### src/design/basr_pkg.sv
// bridge ADC serial reader package: word types, phase codes, timing constants
// and the divider request/result structs; no dependencies
package basr_pkg;

    localparam int DATA_BITS = 24;
    localparam int CNT_W = $clog2(DATA_BITS + 3);

    localparam logic [3:0] PH_IDLE = 4'd0;
    localparam logic [3:0] PH_WAIT_HIGH = 4'd1;
    localparam logic [3:0] PH_WAIT_LOW = 4'd2;
    localparam logic [3:0] PH_CLK_RISE = 4'd3;
    localparam logic [3:0] PH_CLK_FALL = 4'd4;
    localparam logic [3:0] PH_DIV_AVG = 4'd5;
    localparam logic [3:0] PH_DIV_UNITS = 4'd6;
    localparam logic [3:0] PH_OUT = 4'd7;

    localparam logic [1:0] CMD_TICK = 2'd0;
    localparam logic [1:0] CMD_MEASURE = 2'd1;
    localparam logic [1:0] CMD_TARE = 2'd2;
    localparam logic [1:0] CMD_LOAD_OFFSET = 2'd3;

    localparam logic [1:0] ERR_NONE = 2'd0;
    localparam logic [1:0] ERR_TIMEOUT_HIGH = 2'd1;
    localparam logic [1:0] ERR_TIMEOUT_LOW = 2'd2;
    localparam logic [1:0] ERR_DIV_ZERO = 2'd3;

    localparam logic [10:0] LIMIT_FAST = 11'd620;
    localparam logic [10:0] LIMIT_SLOW = 11'd750;
    localparam logic [10:0] LIMIT_FAST_CAL = 11'd750;
    localparam logic [10:0] LIMIT_SLOW_CAL = 11'd1450;

    localparam logic [1:0] REG_SPEED = 2'd0;
    localparam logic [1:0] REG_CAL = 2'd1;
    localparam logic [1:0] REG_COUNT = 2'd2;
    localparam logic [1:0] REG_SCALE = 2'd3;

    // dividend/divisor widths of the shared serial divider
    localparam int DIV_NW = 56;
    localparam int DIV_DW = 32;

    typedef struct packed {
        logic [1:0] command;
        logic dout_level;
        logic ms_tick;
        logic signed [31:0] offset_value;
    } in_word_t;

    typedef struct packed {
        logic sclk;
        logic busy_res;
        logic done_res;
        logic [1:0] error_code;
        logic signed [31:0] average;
        logic signed [39:0] units;
    } out_word_t;

    typedef struct packed {
        logic start;
        logic [DIV_NW-1:0] num_mag;
        logic [DIV_DW-1:0] den_mag;
    } div_req_t;

    typedef struct packed {
        logic busy;
        logic [DIV_NW-1:0] quot;
    } div_rsp_t;

endpackage

### src/design/basr_divider.sv
// bit-serial restoring divider for unsigned magnitudes, one quotient bit a cycle
// depends on basr_pkg
module basr_divider
(
    input  logic              clk,
    input  logic              rst_n,
    input  basr_pkg::div_req_t req,
    output basr_pkg::div_rsp_t rsp
);

    localparam int NW = basr_pkg::DIV_NW;
    localparam int DW = basr_pkg::DIV_DW;
    localparam int CW = $clog2(NW + 1);

    logic [NW-1:0] quot_reg;
    logic [NW-1:0] quot_next;
    logic [DW:0] rem_reg;
    logic [DW:0] rem_next;
    logic [DW-1:0] den_reg;
    logic [DW-1:0] den_next;
    logic [CW-1:0] cnt_reg;
    logic [CW-1:0] cnt_next;
    logic busy_reg;
    logic busy_next;
    logic [DW+1:0] trial;
    logic [DW:0] shifted;

    always_comb
    begin
        quot_next = quot_reg;
        rem_next = rem_reg;
        den_next = den_reg;
        cnt_next = cnt_reg;
        busy_next = busy_reg;
        shifted = {rem_reg[DW-1:0], quot_reg[NW-1]};
        trial = {1'b0, shifted} - {2'b00, den_reg};
        if (req.start)
        begin
            quot_next = req.num_mag;
            rem_next = '0;
            den_next = req.den_mag;
            cnt_next = CW'(NW);
            busy_next = 1'b1;
        end
        else if (busy_reg)
        begin
            if (!trial[DW+1])
            begin
                rem_next = trial[DW:0];
                quot_next = {quot_reg[NW-2:0], 1'b1};
            end
            else
            begin
                rem_next = shifted;
                quot_next = {quot_reg[NW-2:0], 1'b0};
            end
            cnt_next = cnt_reg - 1'b1;
            if (cnt_reg == CW'(1))
            begin
                busy_next = 1'b0;
            end
        end
    end

    always_ff @(posedge clk or negedge rst_n)
    begin
        if (!rst_n)
        begin
            busy_reg <= 1'b0;
            cnt_reg <= '0;
        end
        else
        begin
            busy_reg <= busy_next;
            cnt_reg <= cnt_next;
        end
    end

    always_ff @(posedge clk)
    begin
        quot_reg <= quot_next;
        rem_reg <= rem_next;
        den_reg <= den_next;
    end

    assign rsp.busy = busy_reg;
    assign rsp.quot = quot_reg;

endmodule

### src/design/basr_regs.sv
// configuration registers behind the APB-style port
// depends on basr_pkg
module basr_regs
(
    input  logic        clk,
    input  logic        rst_n,
    input  logic        psel,
    input  logic        penable,
    input  logic        pwrite,
    input  logic [3:0]  paddr,
    input  logic [31:0] pwdata,
    output logic [31:0] prdata,
    output logic        speed_fast,
    output logic        calibrating,
    output logic [7:0]  sample_count,
    output logic [31:0] scale
);

    logic speed_reg;
    logic cal_reg;
    logic [7:0] count_reg;
    logic [31:0] scale_reg;
    logic wr_en;

    assign wr_en = psel && penable && pwrite;

    always_ff @(posedge clk or negedge rst_n)
    begin
        if (!rst_n)
        begin
            speed_reg <= 1'b0;
            cal_reg <= 1'b0;
            count_reg <= 8'd1;
            scale_reg <= 32'd65536;
        end
        else if (wr_en && paddr[1:0] == 2'b00)
        begin
            unique case (paddr[3:2])
                basr_pkg::REG_SPEED: speed_reg <= pwdata[0];
                basr_pkg::REG_CAL: cal_reg <= pwdata[0];
                basr_pkg::REG_COUNT: count_reg <= pwdata[7:0];
                basr_pkg::REG_SCALE: scale_reg <= pwdata;
                default: ;
            endcase
        end
    end

    always_comb
    begin
        unique case (paddr[3:2])
            basr_pkg::REG_SPEED: prdata = {31'd0, speed_reg};
            basr_pkg::REG_CAL: prdata = {31'd0, cal_reg};
            basr_pkg::REG_COUNT: prdata = {24'd0, count_reg};
            basr_pkg::REG_SCALE: prdata = scale_reg;
            default: prdata = '0;
        endcase
    end

    assign speed_fast = speed_reg;
    assign calibrating = cal_reg;
    assign sample_count = count_reg;
    assign scale = scale_reg;

endmodule

### src/design/bridge_adc_serial_reader_core.sv
// top level of the bridge ADC serial reader: step sequencer, serial shifter,
// final average/units division; depends on basr_pkg, basr_regs, basr_divider
//
//  channel | direction | handshake     | payload
//  in      | input     | in_valid/ready | basr_pkg::in_word_t
//  out     | output    | out_valid/ready| basr_pkg::out_word_t
//  apb     | input     | psel/penable   | 4 registers at 4*i
//
// a time step is accepted while in_ready; a finishing step runs the average
// and, bar a tare or a zero scale, the units division on the shared serial
// divider; one result word per step sits in the output register until taken
// reset clears the sequencer and configuration to their defaults
module bridge_adc_serial_reader_core
(
    input  logic                 clk,
    input  logic                 rst_n,
    input  logic                 in_valid,
    output logic                 in_ready,
    input  basr_pkg::in_word_t   in_data,
    output logic                 out_valid,
    input  logic                 out_ready,
    output basr_pkg::out_word_t  out_data,
    input  logic                 psel,
    input  logic                 penable,
    input  logic                 pwrite,
    input  logic [3:0]           paddr,
    input  logic [31:0]          pwdata,
    output logic [31:0]          prdata,
    output logic                 pready
);

    localparam int DB = basr_pkg::DATA_BITS;
    localparam int CW = basr_pkg::CNT_W;
    localparam int NW = basr_pkg::DIV_NW;

    logic speed_fast;
    logic calibrating;
    logic [7:0] sample_count;
    logic [31:0] scale;

    basr_pkg::div_req_t div_req;
    basr_pkg::div_rsp_t div_rsp;

    logic [3:0] phase_reg, phase_next;
    logic [10:0] timer_reg, timer_next;
    logic [CW-1:0] bit_reg, bit_next;
    logic [DB-1:0] shift_reg, shift_next;
    logic [31:0] sum_reg, sum_next;
    logic [7:0] done_cnt_reg, done_cnt_next;
    logic [31:0] offset_reg, offset_next;
    logic tare_reg, tare_next;
    logic div_go_reg, div_go_next;
    logic neg_reg, neg_next;
    logic signed [31:0] avg_reg, avg_next;
    logic out_valid_reg, out_valid_next;
    basr_pkg::out_word_t out_reg, out_next;

    logic [10:0] limit;
    logic [31:0] sum_new;
    logic signed [32:0] sum_mag_s;
    logic signed [40:0] avg_wide;
    logic signed [32:0] diff;
    logic [32:0] diff_mag;
    logic [31:0] scale_mag;
    logic signed [56:0] units_wide;
    logic [DB-1:0] shift_in;
    logic accept;

    assign pready = 1'b1;

    basr_regs u_regs
    (
        .clk(clk), .rst_n(rst_n), .psel(psel), .penable(penable), .pwrite(pwrite),
        .paddr(paddr), .pwdata(pwdata), .prdata(prdata), .speed_fast(speed_fast),
        .calibrating(calibrating), .sample_count(sample_count), .scale(scale)
    );

    basr_divider u_div
    (
        .clk(clk), .rst_n(rst_n), .req(div_req), .rsp(div_rsp)
    );

    assign in_ready = (phase_reg == basr_pkg::PH_IDLE || phase_reg == basr_pkg::PH_WAIT_HIGH
        || phase_reg == basr_pkg::PH_WAIT_LOW || phase_reg == basr_pkg::PH_CLK_RISE
        || phase_reg == basr_pkg::PH_CLK_FALL) && (!out_valid_reg || out_ready);
    assign accept = in_valid && in_ready;

    always_comb
    begin
        if (calibrating)
        begin
            limit = speed_fast ? basr_pkg::LIMIT_FAST_CAL : basr_pkg::LIMIT_SLOW_CAL;
        end
        else
        begin
            limit = speed_fast ? basr_pkg::LIMIT_FAST : basr_pkg::LIMIT_SLOW;
        end
    end

    assign shift_in = {shift_reg[DB-2:0], in_data.dout_level};
    assign sum_new = sum_reg + 32'(signed'(shift_reg));
    assign diff = 33'(avg_reg) - 33'(signed'(offset_reg));
    assign diff_mag = diff[32] ? 33'(-diff) : 33'(diff);
    assign scale_mag = scale[31] ? 32'(-scale) : scale;
    assign avg_wide = neg_reg ? -41'(div_rsp.quot[39:0]) : 41'(div_rsp.quot[39:0]);
    assign units_wide = neg_reg ? -57'(div_rsp.quot) : 57'(div_rsp.quot);
    assign sum_mag_s = sum_reg[31] ? -33'(signed'(sum_reg)) : 33'(signed'(sum_reg));

    always_comb
    begin
        phase_next = phase_reg;
        timer_next = timer_reg;
        bit_next = bit_reg;
        shift_next = shift_reg;
        sum_next = sum_reg;
        done_cnt_next = done_cnt_reg;
        offset_next = offset_reg;
        tare_next = tare_reg;
        div_go_next = 1'b0;
        neg_next = neg_reg;
        avg_next = avg_reg;
        out_next = out_reg;
        out_valid_next = out_valid_reg && !out_ready;
        div_req.start = div_go_reg;
        div_req.num_mag = '0;
        div_req.den_mag = '0;
        if (phase_reg == basr_pkg::PH_DIV_AVG)
        begin
            div_req.num_mag = NW'({sum_mag_s[32:0], 8'd0});
            div_req.den_mag = 32'(done_cnt_reg);
        end
        else
        begin
            div_req.num_mag = NW'({diff_mag, 16'd0});
            div_req.den_mag = scale_mag;
        end
        if (accept)
        begin
            out_valid_next = 1'b1;
            out_next = '0;
            unique case (phase_reg)
                basr_pkg::PH_IDLE:
                begin
                    if (in_data.command == basr_pkg::CMD_MEASURE
                        || in_data.command == basr_pkg::CMD_TARE)
                    begin
                        if (sample_count == 8'd0)
                        begin
                            out_next.done_res = 1'b1;
                            out_next.error_code = basr_pkg::ERR_DIV_ZERO;
                        end
                        else
                        begin
                            tare_next = (in_data.command == basr_pkg::CMD_TARE);
                            phase_next = basr_pkg::PH_WAIT_HIGH;
                            timer_next = '0;
                            sum_next = '0;
                            done_cnt_next = '0;
                        end
                    end
                    else if (in_data.command == basr_pkg::CMD_LOAD_OFFSET)
                    begin
                        offset_next = in_data.offset_value;
                    end
                end
                basr_pkg::PH_WAIT_HIGH, basr_pkg::PH_WAIT_LOW:
                begin
                    if (in_data.dout_level == (phase_reg == basr_pkg::PH_WAIT_HIGH))
                    begin
                        timer_next = '0;
                        if (phase_reg == basr_pkg::PH_WAIT_HIGH)
                        begin
                            phase_next = basr_pkg::PH_WAIT_LOW;
                        end
                        else
                        begin
                            phase_next = basr_pkg::PH_CLK_RISE;
                            shift_next = '0;
                            bit_next = '0;
                        end
                    end
                    else if (in_data.ms_tick)
                    begin
                        timer_next = timer_reg + 1'b1;
                        if (timer_reg + 1'b1 > limit)
                        begin
                            out_next.done_res = 1'b1;
                            out_next.error_code = (phase_reg == basr_pkg::PH_WAIT_HIGH)
                                ? basr_pkg::ERR_TIMEOUT_HIGH : basr_pkg::ERR_TIMEOUT_LOW;
                            phase_next = basr_pkg::PH_IDLE;
                            timer_next = '0;
                        end
                    end
                end
                basr_pkg::PH_CLK_RISE:
                begin
                    out_next.sclk = 1'b1;
                    phase_next = basr_pkg::PH_CLK_FALL;
                end
                basr_pkg::PH_CLK_FALL:
                begin
                    if (bit_reg < CW'(DB))
                    begin
                        shift_next = shift_in;
                    end
                    bit_next = bit_reg + 1'b1;
                    phase_next = basr_pkg::PH_CLK_RISE;
                    if (bit_reg + 1'b1 >= CW'(DB) + (calibrating ? CW'(2) : CW'(1)))
                    begin
                        sum_next = sum_new;
                        done_cnt_next = done_cnt_reg + 1'b1;
                        if (done_cnt_reg + 1'b1 >= sample_count)
                        begin
                            phase_next = basr_pkg::PH_DIV_AVG;
                            div_go_next = 1'b1;
                            neg_next = sum_new[31];
                            out_valid_next = 1'b0;
                        end
                        else
                        begin
                            phase_next = basr_pkg::PH_WAIT_HIGH;
                            timer_next = '0;
                        end
                    end
                end
                default: ;
            endcase
            out_next.busy_res = (phase_next != basr_pkg::PH_IDLE);
        end
        else if (phase_reg == basr_pkg::PH_DIV_AVG && !div_go_reg && !div_rsp.busy)
        begin
            if (avg_wide > 41'sd2147483647)
            begin
                avg_next = 32'sh7fffffff;
            end
            else if (avg_wide < -41'sd2147483648)
            begin
                avg_next = 32'sh80000000;
            end
            else
            begin
                avg_next = avg_wide[31:0];
            end
            phase_next = basr_pkg::PH_DIV_UNITS;
        end
        else if (phase_reg == basr_pkg::PH_DIV_UNITS && !div_go_reg && !div_rsp.busy)
        begin
            if (tare_reg || scale == 32'd0)
            begin
                phase_next = basr_pkg::PH_OUT;
            end
            else
            begin
                div_go_next = 1'b1;
                neg_next = diff[32] ^ scale[31];
                phase_next = basr_pkg::PH_OUT;
            end
        end
        else if (phase_reg == basr_pkg::PH_OUT && !div_go_reg && !div_rsp.busy)
        begin
            out_next = '0;
            out_next.done_res = 1'b1;
            out_next.average = avg_reg;
            if (tare_reg)
            begin
                offset_next = avg_reg;
            end
            else if (scale == 32'd0)
            begin
                out_next.error_code = basr_pkg::ERR_DIV_ZERO;
            end
            else if (units_wide > 57'sd549755813887)
            begin
                out_next.units = 40'sh7fffffffff;
            end
            else if (units_wide < -57'sd549755813888)
            begin
                out_next.units = 40'sh8000000000;
            end
            else
            begin
                out_next.units = units_wide[39:0];
            end
            out_valid_next = 1'b1;
            phase_next = basr_pkg::PH_IDLE;
        end
    end

    always_ff @(posedge clk or negedge rst_n)
    begin
        if (!rst_n)
        begin
            phase_reg <= basr_pkg::PH_IDLE;
            timer_reg <= '0;
            bit_reg <= '0;
            shift_reg <= '0;
            sum_reg <= '0;
            done_cnt_reg <= '0;
            offset_reg <= '0;
            tare_reg <= 1'b0;
            div_go_reg <= 1'b0;
            out_valid_reg <= 1'b0;
        end
        else
        begin
            phase_reg <= phase_next;
            timer_reg <= timer_next;
            bit_reg <= bit_next;
            shift_reg <= shift_next;
            sum_reg <= sum_next;
            done_cnt_reg <= done_cnt_next;
            offset_reg <= offset_next;
            tare_reg <= tare_next;
            div_go_reg <= div_go_next;
            out_valid_reg <= out_valid_next;
        end
    end

    always_ff @(posedge clk)
    begin
        neg_reg <= neg_next;
        avg_reg <= avg_next;
        out_reg <= out_next;
    end

    assign out_valid = out_valid_reg;
    assign out_data = out_reg;

endmodule

### config.mk
export PLATFORM = sky130hd
export DESIGN_NAME = bridge_adc_serial_reader_core
export DESIGN_NICKNAME = d
export VERILOG_FILES = /design/src/design/basr_pkg.sv /design/src/design/basr_divider.sv /design/src/design/basr_regs.sv /design/src/design/bridge_adc_serial_reader_core.sv
export SDC_FILE = /design/constraint.sdc
export NUM_CORES = 1
export LEC_CHECK = 0
export BUFFER_PORTS_ARGS = -buffer_cell sky130_fd_sc_hd__buf_2
export CAP_MARGIN = 40
export CORE_MARGIN = 3
export CORE_UTILIZATION = 49
export CTS_BUF_LIST = sky130_fd_sc_hd__clkbuf_8 sky130_fd_sc_hd__clkbuf_16
export CTS_CLUSTER_DIAMETER = 200
export CTS_CLUSTER_SIZE = 16
export DETAILED_ROUTE_END_ITERATION = 10
export HOLD_SLACK_MARGIN = 0.08
export PLACE_DENSITY = 0.67
export SLEW_MARGIN = 20
export SYNTH_ARGS = -nofsm -noshare
export SYNTH_HDL_FRONTEND = slang
export SYNTH_SLANG_ARGS = --single-unit
### constraint.sdc
create_clock -name clk -period 9.8 [get_ports clk]
set_input_delay 0 -clock clk [delete_from_list [all_inputs] [get_ports clk]]
set_output_delay 0 -clock clk [all_outputs]
set_load 0.01 [all_outputs]
Yosys cells after proc, flatten, opt, wreduce, memory -nomap -nowiden:

Cells that the tools add are included.

* $add $sub $neg: 13
* order comparisons: 8
* eq/ne operators: 32
* multiplexer cells: 105
* bitwise logic cells: 6
* reductions and logical operators: 53

Operators by type and width (number)
* $mux W32: 14
* $mux W77: 4
* $mux W40: 4
* $pmux W32 S4: 1
* $mux W56: 2
* $mux W11: 9
* $mux W81: 1
* $mux W24: 3
* $mux W33: 2
* $pmux W32 S2: 1
* $gt A57 B40 Y1 const B: 1
* $lt A57 B40 Y1 const B: 1
* $mux W57: 1
* $neg A56 Y57: 1
* $pmux W24 S2: 1
* $gt A41 B32 Y1 const B: 1
* $lt A41 B32 Y1 const B: 1
* $mux W41: 1
* $neg A40 Y41: 1
* $mux W4: 10
* $sub A33 B32 Y34: 1
* $neg A32 Y33: 1
* $neg A33 Y33: 1
* $pmux W11 S3: 1
* 51 further kinds: 153

* bits in registers: 398
* output and inout port bits: 112
* word-level logic and storage cells: 246

Depth between registers and ports, before layout:

* word-level depth: 11
* mapped depth: 16
* mapped depth without buffers: 14

Modules after synthesis:

A second synthesis with hierarchy kept.

* cells, all modules: 2967
* area total of the unflattened synthesis: 26360.3 um^2

Modules (own cells, without submodules)
* bridge_adc_serial_reader_core: instances 1, cells an instance 2195, area an instance 17382.9 um^2, seq. area each 5560.3 um^2
* basr_divider: instances 1, cells an instance 631, area an instance 6907.9 um^2, seq. area each 3458.3 um^2
* basr_regs: instances 1, cells an instance 141, area an instance 2069.5 um^2, seq. area each 1053.5 um^2

Least setup slack after synthesis:

No wires, ideal clock.

* kind: reg2reg
* start: register avg_reg[7]
* end: register u_div.quot_reg[47], data pin
* setup time: 261 ps
* arrival: 3948 ps
* slack: 5591 ps
* cell stages (with the launch flop): 13
* clock period less this slack: 4209 ps
* cell sequence: edfxtp_1 > ha_1 > clkbuf_1 > a211oi_1 > a221o_1 > a2111oi_0 > a211oi_1 > or2_2 > or4_1 > or3b_2 > nor4_1 > a2111o_1 > nand3_1

* longest elaborated chain between the ends: 5

Ends and longest elaborated chain
* start: declaration: RTL line bridge_adc_serial_reader_core.sv:54 `logic signed [31:0] avg_reg, avg_next;`
* start signal: assignment: RTL line bridge_adc_serial_reader_core.sv:322 `avg_reg <= avg_next;`
* $sub A32 B32 Y33 (*): RTL line bridge_adc_serial_reader_core.sv:102 `assign diff = 33'(avg_reg) - 33'(signed'(offset_reg));`
* $neg A33 Y33: RTL line bridge_adc_serial_reader_core.sv:103 `assign diff_mag = diff[32] ? 33'(-diff) : 33'(diff);`
* $mux W33 (*): RTL line bridge_adc_serial_reader_core.sv:103
* $mux W81 (*): RTL line bridge_adc_serial_reader_core.sv:127 `if (phase_reg == basr_pkg::PH_DIV_AVG)`
* $mux W56 (*): RTL line basr_divider.sv:37 `if (req.start)`
* via u_div.quot_next[47]: RTL line basr_divider.sv:16 `logic [NW-1:0] quot_next;`
* end signal: assignment: RTL line basr_divider.sv:81 `quot_reg <= quot_next;`
* end: declaration: RTL line basr_divider.sv:15 `logic [NW-1:0] quot_reg;`

Mark *: on every way through the listed nets, which the timed path passes. The rest lies on a longest branch.
A chain may end at the register's enable or synchronous reset.

Worst setup path after layout:

* start: register u_div.quot_reg[0]
* end: register out_reg, in the netlist out_data[5]

* longest elaborated chain between the ends: 7

Ends and longest elaborated chain
* $neg A56 Y57: RTL line bridge_adc_serial_reader_core.sv:106 `assign units_wide = neg_reg ? -57'(div_rsp.quot) : 57'(div_rsp.quot);`
* $mux W57 (*): RTL line bridge_adc_serial_reader_core.sv:106
* $lt A57 B40 Y1: RTL line bridge_adc_serial_reader_core.sv:276 `else if (units_wide < -57'sd549755813888)`
* $mux W40: RTL line bridge_adc_serial_reader_core.sv:276
* $mux W40 (*): RTL line bridge_adc_serial_reader_core.sv:272 `else if (units_wide > 57'sd549755813887)`
* $mux W40 (*): RTL line bridge_adc_serial_reader_core.sv:268 `else if (scale == 32'd0)`
* $mux W40 (*): RTL line bridge_adc_serial_reader_core.sv:264 `if (tare_reg)`
* end signal: assignment: RTL line bridge_adc_serial_reader_core.sv:323 `out_reg <= out_next;`
* end: declaration: RTL line bridge_adc_serial_reader_core.sv:56 `basr_pkg::out_word_t out_reg, out_next;`

Every way passes the cells marked *; elsewhere a longest branch is shown, timed or not.

==> results.md <==
* HP Class: in -> reg
* Row Count at 84
* Cells after synthesis at 3,111
* Share of post-route cells with drive strength above 1 at 11.3%
* Relative max-transition margin at 44.4%
* Initial Util at 49.7%
* Area delta synth->final at 12.2%
* Largest family of logic cells by synthesized area: simple AND/OR/NAND/NOR gates
* Simple-gate area share of the yosys netlist at 20.8%
* GR Overflow Total at 0
* WP data arrival at 5280 ps
* Fmax at 0.208 GHz
* Fillers at 4,781
* Fin. max-slew vios at 0
* H-tree levels at 1
* Global-route wire length before repair at 123,000 um
* Final Skew at 16.6 ps
* Routed WL at 76,400 um
* Remaining antenna violation count at 0
* P_leak at 12.9 nW
* Cts repair resizes at 0
* Synth unique cells at 79
* Post-synth EDFFs at 126
* R2r setup slk at 4990 ps
* TNS Setup at 0 ps
* Top layer used by detailed routing: met4
* Period utilisation layout at 49.1%
* Tightest Pin Transition at 831 ps
* Synth area leader: dfrtp_1
* Pwr/cell area at 242 mW/mm^2
* Hold Vio Cnt, Final at 0
* WL met1 at 35,600 um
* Number of global-route vias before repair at 22,600
* Clk sinks at 398
* Clock buffer depth at 3
* Yosys top cell area share at 15.9%
* Ys Warns at 0
* Post-Syn Area per Cell at 8.42 sq um
* Clock transition at path regs at 80 ps
* Met2 Routed Length at 33,700 um
* Commonest cells post-synth: 448 x nand2_1, 260 x o21ai_0, 258 x nor2_1, 169 x a21oi_1, 166 x dfrtp_1
* Synth Register Bits at 398
* DR DRC count at 0
* Largest register FFs at 77
* Post-detail-place hpwl at 55,600 um
* Die ar. at 0.0563 sq mm
* Core Area at 0.0528 sq mm
* Mux contribution to synthesized area at 2.80%
* WL per Instance at 19.2 um
* Synth Area in Compound Gates at 19.9%
* RSZ-0062 raised after global routing: no
* Register area at 0.0101 sq mm
* Finished Layout Cells at 3,986
* Status: completed
* Post-Synth XOR/XNOR Area at 7.42%
* Crit-path max FO at 39
* GR Util All Layers at 26.5%
* Register area share after synthesis at 38.4%
* Routability cong. at 0.950
* Port Buf Inserts at 189
* Top-count cell post-synth: nand2_1
* Largest net degree at the start of global routing at 80
* Initial antenna violation count at 0
* DIE WIDTH at 237 um
* Synth async-reset ratio at 42.2%
* # IOs at 191
* Die Ht at 237 um
* Top cells by area, synth: dfrtp_1 16%, edfxtp_1 14%, dfxtp_1 7.9%
* Area of the multi-input gates at 0.0150 sq mm
* 1st-iter DRT viols at 2,015
* Crit Path Category: reg -> reg
* Final period demand of the worst path at 4810 ps
* Post-Synth Adder-Cell Area at 6.10%
* Max-cap violations at 0
* Via/cell ratio at 5.96
* Final Net Count at 3,481
* Finish-stage setup viols at 0
* Worst VDD drop at 0.150 mV
* CTS tree: done
* Ys flop type: dfrtp_1
* Worst Setup Start Kind: register
* Root Buffer: clkbuf_16
* Hold_buf cts at 76
* WP data required at 10,260 ps
* Skew-Pair Late Insertion Delay at 590 ps
* Drt pass-1 iters at 6
* Via count at 23,700
* Kind of end point of the critical path: register
* Post-CTS setup buffer count at 0
* Diodes inserted at 0
* Hold WS at 138 ps
* Post-Syn Nets at 3,316
* Number of buffers created by CTS at 28
* Cell area after synthesis at 0.0262 sq mm
* Inst Count DP at 3,855
* Met3 WL at 4810 um
-- kinds of logic after synthesis --
family	Yosys count
AO/OA/AOI/OAI	822
XOR/XNOR	222
adder cells (fa/ha/maj)	126
buffers and inverters	308
flip-flops	398
multiplexers	66
other	1
AND/OR/NAND/NOR	1168
-- routing by layer --
layer | global-route usage, % | up-vias
met5 | 0 | -
met4 | 7.25 | 0
met3 | 3.60 | 98
met2 | 41.7 | 748
met1 | 38.4 | 11400
li1 | - | 11500
-- layout make-up --
type / instances / share of cell area [%]
Clock buffer: 30 / 2.52
Sequential cell: 398 / 34.3
Multi-Input combinational cell: 2405 / 51.0
Inverter: 139 / 1.77
Timing Repair Buffer: 304 / 7.20
Clock inverter: 22 / 0.281
Tap cell: 688 / 2.93
-- path summary, 6_finish.rpt --
| path | from | to | cells after the start |
|---|---|---|---|
| min reg2reg | out_data[31]$_SDFFE_PP0P_ | out_data[31]$_SDFFE_PP0P_ | 2 |
| max reg2reg | u_div.quot_reg[0]$_SDFFCE_PP0P_ | out_data[5]$_SDFFE_PP0P_ | 13 |
| min | in_data[32] | phase_reg[1]$_DFFE_PN0P_ | 5 |
| max | u_div.quot_reg[0]$_SDFFCE_PP0P_ | out_data[5]$_SDFFE_PP0P_ | 13 |
| max in group asynchronous | rst_n | sum_reg[4]$_DFFE_PN0P_ | 6 |
| min in group asynchronous | rst_n | offset_reg[2]$_DFFE_PN0P_ | 4 |
-- power by group --
part	internal (mW)	switching [mW]
clock	0.540	0.596
sequential	2.12	0.353
combinational	1.30	2.22
total	3.96	3.17
-- worst max-delay path: stages (launching register included) --
cell and delay [ps]:
edfxtp_1 470, inv_1 110, ha_1 180, or3b_2 440
or4_4 480, or4_1 740, or2_2 410, nand2_1 300
inv_1 100, a211oi_1 260, nand4_1 120, or4_4 780
nor2_1 170, o21ai_0 110
-- through the flow --
stage	utilization [%]	total power, mW	cell area (sq um)	setup slack, ps
after detailed placement	52.6	5.89	27700	5040
after CTS	55.6	7.09	29300	5000
after global placement	52.4	5.82	27600	4670
after global routing	55.7	7.63	29400	4560
final	55.7	7.13	29400	4990
after floorplan	-	4.88	26200	5590
-- placed cells by master, fill, tap and decap left out, drive strengths merged, types with 28 or more instances in the layout --
master / count
dlygate4sd3: 75
a21oi: 169
xor2: 86
or3: 41
and3: 42
dfrtp: 166
o31ai: 46
nand2: 448
nor2: 268
nor2b: 35
nand2b: 33
nand4: 28
dfxtp: 104
nor3: 32
a31oi: 50
or4: 32
nor4: 29
buf: 227
mux2: 49
a21o: 53
inv: 161
clkbuf: 31
edfxtp: 126
nand3: 136
xnor2: 136
o21ai: 271
ha: 123
a311oi: 28
Note: power is estimated with default switching activity, not from simulation.
